## src/hdl/stok_pkg.sv

```systemverilog
// Shared types, character codes and scan modes of the script tokenizer.
`timescale 1ns / 1ps

package stok_pkg;

   localparam logic [2:0] MODE_SKIP    = 3'd0;
   localparam logic [2:0] MODE_SLASH   = 3'd1;
   localparam logic [2:0] MODE_COMMENT = 3'd2;
   localparam logic [2:0] MODE_QUOTE   = 3'd3;
   localparam logic [2:0] MODE_QBACK   = 3'd4;
   localparam logic [2:0] MODE_WORD    = 3'd5;

   localparam logic [7:0] CHAR_NUL       = 8'h00;
   localparam logic [7:0] CHAR_NEWLINE   = 8'h0a;
   localparam logic [7:0] CHAR_SPACE     = 8'h20;
   localparam logic [7:0] CHAR_DQUOTE    = 8'h22;
   localparam logic [7:0] CHAR_SQUOTE    = 8'h27;
   localparam logic [7:0] CHAR_LPAREN    = 8'h28;
   localparam logic [7:0] CHAR_RPAREN    = 8'h29;
   localparam logic [7:0] CHAR_COMMA     = 8'h2c;
   localparam logic [7:0] CHAR_SLASH     = 8'h2f;
   localparam logic [7:0] CHAR_BACKSLASH = 8'h5c;
   localparam logic [7:0] CHAR_LBRACE    = 8'h7b;
   localparam logic [7:0] CHAR_RBRACE    = 8'h7d;

   localparam int RESULT_DEPTH = 3;

   localparam logic [2:0] ADDR_LINE_MODE = 3'd0;

   typedef struct packed {
      logic       has_byte;
      logic [7:0] token_byte;
      logic       token_end;
      logic       input_end;
   } result_type;

   function automatic logic is_single(input logic [7:0] c);
      is_single = (c == CHAR_LBRACE) || (c == CHAR_RBRACE) || (c == CHAR_RPAREN) ||
                  (c == CHAR_LPAREN) || (c == CHAR_SQUOTE) || (c == CHAR_COMMA);
   endfunction

   function automatic result_type make_result(input logic has, input logic [7:0] c,
                                              input logic tend, input logic iend);
      result_type r;
      r.has_byte   = has;
      r.token_byte = has ? c : 8'd0;
      r.token_end  = tend;
      r.input_end  = iend;
      make_result  = r;
   endfunction

endpackage

```

## src/hdl/script_tokenizer.sv

```systemverilog
// Top level of the script tokenizer: scan logic, result queue and register port.
`timescale 1ns / 1ps

// The tokenizer takes one text byte per item and returns zero to two result items
// for it, with last marking the final one of each byte. A byte that gives at most one
// result is taken in every cycle while the result side keeps up. A byte that gives two
// results holds the input back, because the result queue drains one item per cycle
// while rsp_ready is high and the next byte enters only as its last entry leaves.
// The scan logic sits between the input port and a three-entry result register.
module script_tokenizer
   import stok_pkg::*;
(
   input  logic        clock,
   input  logic        reset,
   input  logic        req_valid,
   output logic        req_ready,
   input  logic [7:0]  req_text_byte,
   output logic        rsp_valid,
   input  logic        rsp_ready,
   output logic        rsp_has_byte,
   output logic [7:0]  rsp_token_byte,
   output logic        rsp_token_end,
   output logic        rsp_input_end,
   output logic        rsp_last,
   input  logic        csr_psel,
   input  logic        csr_penable,
   input  logic        csr_pwrite,
   input  logic [2:0]  csr_paddr,
   input  logic [31:0] csr_pwdata,
   output logic [31:0] csr_prdata,
   output logic        csr_pready
);

   logic [2:0]  mode_ff, mode_in;
   logic        line_mode_ff;
   logic [1:0]  cnt_ff, cnt_in;
   result_type  queue_ff [RESULT_DEPTH];
   result_type  queue_in [RESULT_DEPTH];
   result_type  res      [RESULT_DEPTH];
   logic [1:0]  num;
   logic        do_word, word_hp, do_quote, quote_hp;
   logic [7:0]  c;
   logic        accept, pop;

   assign c          = req_text_byte;
   assign req_ready  = (cnt_ff == 2'd0) || ((cnt_ff == 2'd1) && rsp_ready);
   assign accept     = req_valid && req_ready;
   assign rsp_valid  = cnt_ff != 2'd0;
   assign pop        = rsp_valid && rsp_ready;

   assign rsp_has_byte   = queue_ff[0].has_byte;
   assign rsp_token_byte = queue_ff[0].token_byte;
   assign rsp_token_end  = queue_ff[0].token_end;
   assign rsp_input_end  = queue_ff[0].input_end;
   assign rsp_last       = cnt_ff == 2'd1;

   assign csr_pready = 1'b1;
   assign csr_prdata = (csr_paddr[2] == ADDR_LINE_MODE[2]) ? {31'd0, line_mode_ff} : 32'd0;

   always_comb begin
      num      = 2'd0;
      mode_in  = mode_ff;
      do_word  = 1'b0;
      word_hp  = 1'b0;
      do_quote = 1'b0;
      quote_hp = 1'b0;
      for (int i = 0; i < RESULT_DEPTH; i++) begin
         res[i] = make_result(1'b0, CHAR_NUL, 1'b0, 1'b0);
      end
      unique case (mode_ff)
         MODE_SLASH: begin
            if (c == CHAR_SLASH) begin
               mode_in = MODE_COMMENT;
            end else begin
               do_word = 1'b1;
               word_hp = 1'b1;
            end
         end
         MODE_COMMENT: begin
            if (c == CHAR_NUL) begin
               res[num] = make_result(1'b0, CHAR_NUL, 1'b0, 1'b1);
               num      = num + 2'd1;
               mode_in  = MODE_SKIP;
            end else if (c == CHAR_NEWLINE) begin
               mode_in = MODE_SKIP;
            end
         end
         MODE_QUOTE: begin
            do_quote = 1'b1;
         end
         MODE_QBACK: begin
            if (c == CHAR_DQUOTE) begin
               res[num] = make_result(1'b1, CHAR_DQUOTE, 1'b0, 1'b0);
               num      = num + 2'd1;
               mode_in  = MODE_QUOTE;
            end else begin
               do_quote = 1'b1;
               quote_hp = 1'b1;
            end
         end
         MODE_WORD: begin
            do_word = 1'b1;
         end
         default: begin
            mode_in = MODE_SKIP;
            if (c == CHAR_NUL) begin
               res[num] = make_result(1'b0, CHAR_NUL, 1'b0, 1'b1);
               num      = num + 2'd1;
            end else if (c <= CHAR_SPACE) begin
               mode_in = MODE_SKIP;
            end else if (c == CHAR_SLASH) begin
               mode_in = MODE_SLASH;
            end else if (c == CHAR_DQUOTE) begin
               mode_in = MODE_QUOTE;
            end else if (is_single(c)) begin
               res[num] = make_result(1'b1, c, 1'b1, 1'b0);
               num      = num + 2'd1;
            end else begin
               res[num] = make_result(1'b1, c, 1'b0, 1'b0);
               num      = num + 2'd1;
               mode_in  = MODE_WORD;
            end
         end
      endcase

      if (do_word) begin
         if (is_single(c)) begin
            res[num] = make_result(word_hp, CHAR_SLASH, 1'b1, 1'b0);
            num      = num + 2'd1;
            res[num] = make_result(1'b1, c, 1'b1, 1'b0);
            num      = num + 2'd1;
            mode_in  = MODE_SKIP;
         end else if ((c != CHAR_NUL) &&
                      ((c > CHAR_SPACE) || (line_mode_ff && (c == CHAR_SPACE)))) begin
            if (word_hp) begin
               res[num] = make_result(1'b1, CHAR_SLASH, 1'b0, 1'b0);
               num      = num + 2'd1;
            end
            res[num] = make_result(1'b1, c, 1'b0, 1'b0);
            num      = num + 2'd1;
            mode_in  = MODE_WORD;
         end else begin
            res[num] = make_result(word_hp, CHAR_SLASH, 1'b1, 1'b0);
            num      = num + 2'd1;
            if (c == CHAR_NUL) begin
               res[num] = make_result(1'b0, CHAR_NUL, 1'b0, 1'b1);
               num      = num + 2'd1;
            end
            mode_in = MODE_SKIP;
         end
      end

      if (do_quote) begin
         if (c == CHAR_NUL) begin
            res[num] = make_result(quote_hp, CHAR_BACKSLASH, 1'b1, 1'b0);
            num      = num + 2'd1;
            res[num] = make_result(1'b0, CHAR_NUL, 1'b0, 1'b1);
            num      = num + 2'd1;
            mode_in  = MODE_SKIP;
         end else begin
            if (quote_hp) begin
               res[num] = make_result(1'b1, CHAR_BACKSLASH, 1'b0, 1'b0);
               num      = num + 2'd1;
            end
            if (c == CHAR_BACKSLASH) begin
               mode_in = MODE_QBACK;
            end else if (c == CHAR_DQUOTE) begin
               res[num] = make_result(1'b0, CHAR_NUL, 1'b1, 1'b0);
               num      = num + 2'd1;
               mode_in  = MODE_SKIP;
            end else begin
               res[num] = make_result(1'b1, c, 1'b0, 1'b0);
               num      = num + 2'd1;
               mode_in  = MODE_QUOTE;
            end
         end
      end
   end

   always_comb begin
      cnt_in = cnt_ff;
      for (int i = 0; i < RESULT_DEPTH; i++) begin
         queue_in[i] = queue_ff[i];
      end
      if (accept) begin
         cnt_in = num;
         for (int i = 0; i < RESULT_DEPTH; i++) begin
            queue_in[i] = res[i];
         end
      end else if (pop) begin
         cnt_in = cnt_ff - 2'd1;
         for (int i = 0; i < RESULT_DEPTH - 1; i++) begin
            queue_in[i] = queue_ff[i + 1];
         end
      end
   end

   always_ff @(posedge clock) begin
      if (reset) begin
         mode_ff      <= MODE_SKIP;
         cnt_ff       <= 2'd0;
         line_mode_ff <= 1'b0;
      end else begin
         cnt_ff <= cnt_in;
         if (accept) begin
            mode_ff <= mode_in;
         end
         if (csr_psel && csr_penable && csr_pwrite && csr_pready &&
             (csr_paddr[2] == ADDR_LINE_MODE[2])) begin
            line_mode_ff <= csr_pwdata[0];
         end
      end
   end

   always_ff @(posedge clock) begin
      for (int i = 0; i < RESULT_DEPTH; i++) begin
         queue_ff[i] <= queue_in[i];
      end
   end

endmodule
```

## config.mk

```make
export PLATFORM = sky130hd
export DESIGN_NAME = script_tokenizer
export DESIGN_NICKNAME = d
export VERILOG_FILES = /design/src/hdl/stok_pkg.sv /design/src/hdl/script_tokenizer.sv
export SDC_FILE = /design/constraint.sdc
export NUM_CORES = 1
export LEC_CHECK = 0
export BUFFER_PORTS_ARGS = -buffer_cell sky130_fd_sc_hd__buf_2
export CORE_MARGIN = 2
export CORE_UTILIZATION = 44
export CTS_BUF_LIST = sky130_fd_sc_hd__clkbuf_8
export CTS_CLUSTER_SIZE = 40
export DETAILED_ROUTE_END_ITERATION = 8
export PLACE_DENSITY = 0.69
export SLEW_MARGIN = 20
export SYNTH_ARGS = -nofsm -noshare
export SYNTH_HDL_FRONTEND = slang
export SYNTH_SLANG_ARGS = --single-unit
```

## constraint.sdc

```tcl
create_clock -name clock -period 15.05 [get_ports clock]
set_input_delay 2.2575 -clock clock [delete_from_list [all_inputs] [get_ports clock]]
set_output_delay 2.2575 -clock clock [all_outputs]
set_load 0.1 [all_outputs]
```

==> run_results.csv, run 1 <==
group,metric,value,unit
hold_path,hold_end,"queue_ff[0][6]",
global_routing,first_global_vias,2825,
hold_path,hold_start,"queue_ff[0][17]",
synthesis,async_reset_ff_share,0,%
floorplan,ios,97,
timing,worst_pin_slew,1.02,ns
timing,setup_violations,0,
cells_and_area,insertedDiodeCount,0,
clocking,cts_sinks,39,
global_routing,grt-ovfl-total,0,
pwr,pwr-share-clk,7.9,%
critical_path,crit_path_end_kind,"flop",
routing,ant_nets,0,
timing,hold_viol,0,
floorplan,dieArea,8560,um^2
pwr,ir_drop,0.0905,mV
timing,rsz0062_at_grt,"no",
timing,setup_tns,0,ns
hold_path,hold_path_depth,2,
synthesis,ys_top_cells_by_area,"edfxtp_1, buf_4, ha_1",
routing,met3_length,417,um
synthesis,syn_area,3450,um^2
place,port_buffers,31,
floorplan,die_y,92.5,um
synthesis,yosysMostFrequentCell,"buf_4",
critical_path,arrival,7.12,ns
cells_and_area,final_layout_size_suffix_gt1_share,16.3,%
status,status,"completed",
pwr,p_leak,1.41,nW
global_routing,antenna_found_initial,0,
critical_path,critPathTopFamily,"compound AO/OA/AOI/OAI gates",
synthesis,synth_area_per_cell,8.84,um^2
cells_and_area,syn2layout_area_growth,2.32,%
synthesis,yosys-top-cells-count,"buf_4, nand2_1, edfxtp_1, nor2_1, a21oi_1",
critical_path,path_class,"input port to flop",
pwr,p_int,0.000360,W
timing,fmax,0.141,GHz
routing,routed_wl,8640,um
critical_path,worstPathCellList,"buf_2 > nand4_1 > a21o_1 > a211o_1 > a211oi_2 > inv_2 > ha_1 > nand2b_1 > o2111ai_1 > nand2_2 > inv_1 > ha_1 > a21oi_1 > ha_1 > nand2_1 > nor3_1 > a211o_1 > a31oi_1 > a22o_1",
synthesis,post_synth_num_cell_types,75,
floorplan,start_util,45.1,%
pwr,powerDensity,242,nW/um^2
critical_path,crit-reg2reg-capture,"queue_ff[0][5]",
global_routing,grt_max_degree,32,
clocking,clk_path_buf_depth,2,
cells_and_area,fillers,762,
timing,period_minus_slack,7.08,ns
clocking,cts-resized-gates,0,
routing,remaining_drc_errors,0,
clocking,cts_buffers,5,
critical_path,cp_data_required_time,15.10,ns
cells_and_area,nets,469,
floorplan,rows,32,
place,postPlaceCellArea,3450,um^2
global_routing,track_usage,21.1,%
clocking,clk_pin_slew,0.07,ns
synthesis,synth_top_area_cell,"edfxtp_1",
routing,vias,2904,
clocking,h-tree-depth,2,
place,gp_congestion,0.926,
critical_path,max_stage_delay,0.57,ns
floorplan,die_x,92.5,um
synthesis,synth_seq_cells,39,
hold_path,min_path_type,"flop to flop",
critical_path,ff2ff_path_depth,17,
pwr,swShare,57.9,%
synthesis,ys.warnings.count,0,
synthesis,ys.flop_type,"edfxtp_1",
critical_path,cp_slowest_cell,"a211oi_2",
place,hpwl,6350,um
critical_path,path_buf_inv,3,
clocking,postCtsSetupBuffers,0,
timing,slew_violations,0,
synthesis,yosysSeqAreaShare,32.2,%
clocking,postCtsHoldBufs,0,
job,cap_viol_max_count,0,
critical_path,crit_path_start_kind,"input port",
routing,drt-met1-wl,3920,um
critical_path,r2r_start,"mode_ff[0]",
synthesis,synthCells,390,
critical_path,cp_max_fo,13,
timing,finalCritPeriodShare,47.0,%
global_routing,grt_pass1_wl,14300,um
clocking,insertion_delay,0.29,ns
critical_path,crit_path_frequent_cell,"ha_1",
cells_and_area,fin_area,3530,um^2
pwr,p_switching,0.000495,W
routing,vias_per_cell,5.78,
synthesis,synth_edf_count,33,
routing,top_layer,"met4",
floorplan,coreArea,7650,um^2
synthesis,yosysTopAreaCellShare,28.7,%
timing,finClkSkew,0.00517,ns
pwr,sequentialPowerShare,24.2,%
routing,drt_iter0_markers,290,
clocking,clockRootBuffer,"clkbuf_8",
routing,dr.pass1.iters,5,
routing,routedWlPerCell,17.2,um
routing,met2_length,4100,um
timing,slew_headroom,31.7,%
clocking,cts_tree,"yes",
critical_path,r2r_slack,10.12,ns
pwr,pwr-share-comb,67.9,%
==> state kept, by name, indices dropped and copies added (netlist names) <==
| register | count |
|---|---|
| mode_ff | 3 |
| queue_ff | 33 |
| cnt_ff | 2 |
| line_mode_ff | 1 |
==> cells by family after synthesis <==
group,count (synthesis),synth area share [%]
flops,39,32.2
buf+inv,77,13.6
other cells,2,0.218
xor+xnor,2,0.508
compound gates,104,22.6
mux,5,1.63
simple gates,141,22.0
fa+ha+maj,20,7.26
==> worst max-delay path by stage <==
stage               depth (start not counted)        endpoint  slack, ns             start
finish                                     19  queue_ff[0][5]       7.97  req_text_byte[3]
global route                               19  queue_ff[0][5]       7.53  req_text_byte[3]
CTS                                        19  queue_ff[0][5]       8.03  req_text_byte[3]
detailed placement                         19  queue_ff[0][5]       7.74  req_text_byte[3]
global placement                           19  queue_ff[0][5]       7.76  req_text_byte[3]
floorplan                                  19  queue_ff[0][5]       8.65  req_text_byte[0]
==> stage by stage <==
step / total power [W] / utilization [%] / worst slack (ns) / hold WS (ns) / cells
after floorplan: 0.000695 / - / 8.65 / 0.479 / 420
after global placement: 0.000770 / 45.1 / 7.76 / 0.501 / 494
after detailed placement: 0.000782 / 45.1 / 7.74 / 0.511 / 494
after CTS: 0.000851 / 46.1 / 8.03 / 0.530 / 502
after global routing: 0.000910 / 46.1 / 7.53 / 0.554 / 502
final: 0.000855 / 46.1 / 7.97 / 0.523 / 502
==> cell usage in the layout (no fill, tap or decap), types with 3 or more instances in the layout <==
master / count
nor2_1: 30
a21oi_1: 21
a21boi_0: 6
nand3_1: 11
edfxtp_1: 33
conb_1: 32
dfxtp_1: 6
clkbuf_8: 5
buf_2: 31
o211ai_1: 4
a31oi_1: 9
nor3_1: 13
mux2i_1: 3
o21ai_0: 19
nand4b_1: 3
inv_1: 16
nand2_1: 40
a211o_1: 3
a22o_1: 4
a311oi_1: 3
nand2b_1: 6
a211oi_1: 5
ha_1: 20
inv_2: 3
a221o_1: 3
or3_1: 6
nor3_2: 3
and3_1: 3
nand4_1: 4
==> worst min-delay path, cell delays in order (launching register included) <==
cell      delay [ns]
edfxtp_1        0.33
nand2_1         0.04
o31ai_1         0.05
==> power by group through the flow <==
stage	Sequential [W]	Combinational, W	Clock, W
2_1_floorplan	0.000229	0.000466	0
3_3_place_gp	0.000208	0.000562	0
3_5_place_dp	0.000211	0.000571	0
4_1_cts	0.000208	0.000575	0.0000681
5_1_grt	0.000214	0.000624	0.0000718
6_report	0.000207	0.000580	0.0000676
==> per-layer routing <==
metal,track usage (%),vias up
met3,2.69,16
met5,0,-
met2,34.0,112
li1,-,1374
met1,29.1,1402
met4,7.84,0
==> final cells by class <==
cell class,instances,area [um^2],area share (%)
Multi-Input combinational cell,304,1980,56.2
Timing Repair Buffer,32,163,4.61
Clock buffer,5,68.8,1.95
Tap cell,102,128,3.62
Sequential cell,39,1110,31.5
Inverter,17,63.8,1.81
Clock inverter,3,12.5,0.355
Note: power is estimated with default switching activity, not from simulation.
==> run 2: changes to the inputs <==
- clock period: 15.05 -> 6.6 ns (I/O delays scaled with it)
==> run 2 against run 1 <==
Compared with the run above:
- die area is the same
- sequential power grew 130%
- critical path depth is the same
- first-iteration DRC count shrank 17%
- sequential share of layout area shrank 0.65 points
- total power grew 140%
- setup slack lost 6.8 ns
- routed wire length shrank 2.3%
- count of clock-buffer cells in the layout is the same
- design area grew 2.1%
- worst hold slack lost 0.0023 ns
==> run_results.csv, run 2 (synthesized netlist as in run 1, its figures left out) <==
group,metric,value,unit
status,status,"completed",
critical_path,crit-reg2reg-capture,"queue_ff[0][5]",
timing,hold_viol,0,
routing,met2_length,4020,um
clocking,postCtsSetupBuffers,0,
clocking,cts_buffers,5,
critical_path,setup.worst_path.start,"req_text_byte[3]",
clocking,cts-resized-gates,0,
cells_and_area,reg_top3,"queue_ff x33, mode_ff x3, cnt_ff x2",
place,hpwl,6240,um
routing,met3_length,413,um
routing,top_layer,"met4",
clocking,clockRootBuffer,"clkbuf_8",
cells_and_area,insertedDiodeCount,0,
critical_path,cp_max_fo,13,
pwr,p_leak,1.44,nW
cells_and_area,nets,472,
critical_path,path_class,"input port to flop",
cells_and_area,syn2layout_area_growth,4.46,%
routing,routed_wl,8440,um
timing,setup_violations,0,
pwr,ir_drop,0.181,mV
cells_and_area,layout_commonest_cell,"nand2_1",
clocking,clk_path_buf_depth,2,
global_routing,antenna_found_initial,0,
timing,worst_pin_slew,1.02,ns
critical_path,arrival,5.57,ns
place,gp_congestion,0.915,
routing,drt_iter0_markers,240,
timing,slew_violations,0,
hold_path,min_path_type,"flop to flop",
routing,ant_nets,0,
routing,dr.pass1.iters,5,
critical_path,r2r_start,"mode_ff[2]",
timing,finalCritPeriodShare,81.8,%
global_routing,grt-ovfl-total,0,
floorplan,dieArea,8560,um^2
global_routing,grt_pass1_wl,13900,um
hold_path,hold_path_depth,2,
routing,remaining_drc_errors,0,
clocking,clk_pin_slew,0.08,ns
floorplan,ios,97,
global_routing,grt_max_degree,32,
critical_path,crit_path_start_kind,"input port",
cells_and_area,mostFrequentLayoutCells,"nand2_1, edfxtp_1, conb_1, buf_2, nor2_1",
timing,finClkSkew,0.00401,ns
pwr,powerDensity,565,nW/um^2
cells_and_area,largest_register,"queue_ff",
timing,period_minus_slack,5.40,ns
global_routing,first_global_vias,2711,
clocking,h-tree-depth,2,
timing,whs,0.521,ns
cells_and_area,final_layout_size_suffix_gt1_share,17.1,%
hold_path,hold_end,"queue_ff[0][0]",
critical_path,r2r_slack,1.79,ns
job,cap_viol_max_count,0,
routing,drt-met1-wl,3840,um
cells_and_area,post-route-util,47.1,%
timing,fmax,0.185,GHz
floorplan,rows,32,
critical_path,ff2ff_path_depth,16,
floorplan,start_util,45.1,%
floorplan,die_x,92.5,um
floorplan,die_y,92.5,um
routing,routedWlPerCell,16.7,um
cells_and_area,largest_reg_flops,33,
floorplan,coreArea,7650,um^2
hold_path,hold_start,"queue_ff[0][11]",
critical_path,cp_data_required_time,6.77,ns
clocking,cts_tree,"yes",
global_routing,track_usage,20.5,%
place,port_buffers,31,
clocking,insertion_delay,0.30,ns
clocking,cts_sinks,39,
timing,slew_headroom,31.6,%
timing,setup_tns,0,ns
routing,vias_per_cell,5.76,
clocking,postCtsHoldBufs,0,
routing,vias,2909,
timing,rsz0062_at_grt,"no",
critical_path,crit_path_end_kind,"flop",
==> run 2: power by group <==
| part | switching, W | internal, W |
|---|---|---|
| sequential | 0.0000541 | 0.000417 |
| clock | 0.0000880 | 0.000150 |
| combinational | 0.000987 | 0.000340 |
==> run 2: worst max-delay path, stage by stage <==
cell and delay [ns]:
buf_2 0.26, nand4_1 0.34, a21o_1 0.27, a211o_1 0.34, a211oi_2 0.31, inv_2 0.14
ha_1 0.29, nand2b_1 0.19, o2111ai_1 0.15, nand2_2 0.18, inv_1 0.11, ha_1 0.33
a21oi_1 0.25, ha_1 0.29, nand2_1 0.14, or3_1 0.37, o311a_1 0.19, a31oi_1 0.26
a22o_1 0.16
==> run 2: final cells by class <==
type	count	area (um^2)
fill	750	4050
multi-input combinational	304	1980
sequential	39	1110
timing repair buffer	35	185
tap	102	128
clock buffer	5	68.8
clock inverter	3	63.8
inverter	17	63.8
==> run 2: worst max-delay path by stage <==
| stage | endpoint | slack, ns | cells past startpoint |
|---|---|---|---|
| floorplan | queue_ff[0][5] | 1.47 | 19 |
| global placement | queue_ff[0][4] | 1.07 | 19 |
| detailed placement | queue_ff[0][4] | 1.01 | 19 |
| CTS | queue_ff[0][4] | 1.30 | 19 |
| global route | queue_ff[0][5] | 0.95 | 19 |
| finish | queue_ff[0][5] | 1.20 | 19 |
==> run 2: stage by stage <==
stage	cell area [um^2]	power, W	std cells	setup WS [ns]
6_report	3600	0.00204	505	1.20
5_1_grt	3600	0.00216	505	0.949
4_1_cts	3600	0.00202	505	1.30
3_5_place_dp	3470	0.00179	497	1.01
3_3_place_gp	3470	0.00177	497	1.07
2_1_floorplan	3560	0.00158	420	1.47
==> run 2: per-layer routing <==
metal / vias to the layer above / global-route usage (%)
met1: 1408 / 28.6
li1: 1382 / -
met4: 0 / 7.71
met5: - / 0
met3: 15 / 3.09
met2: 104 / 32.2
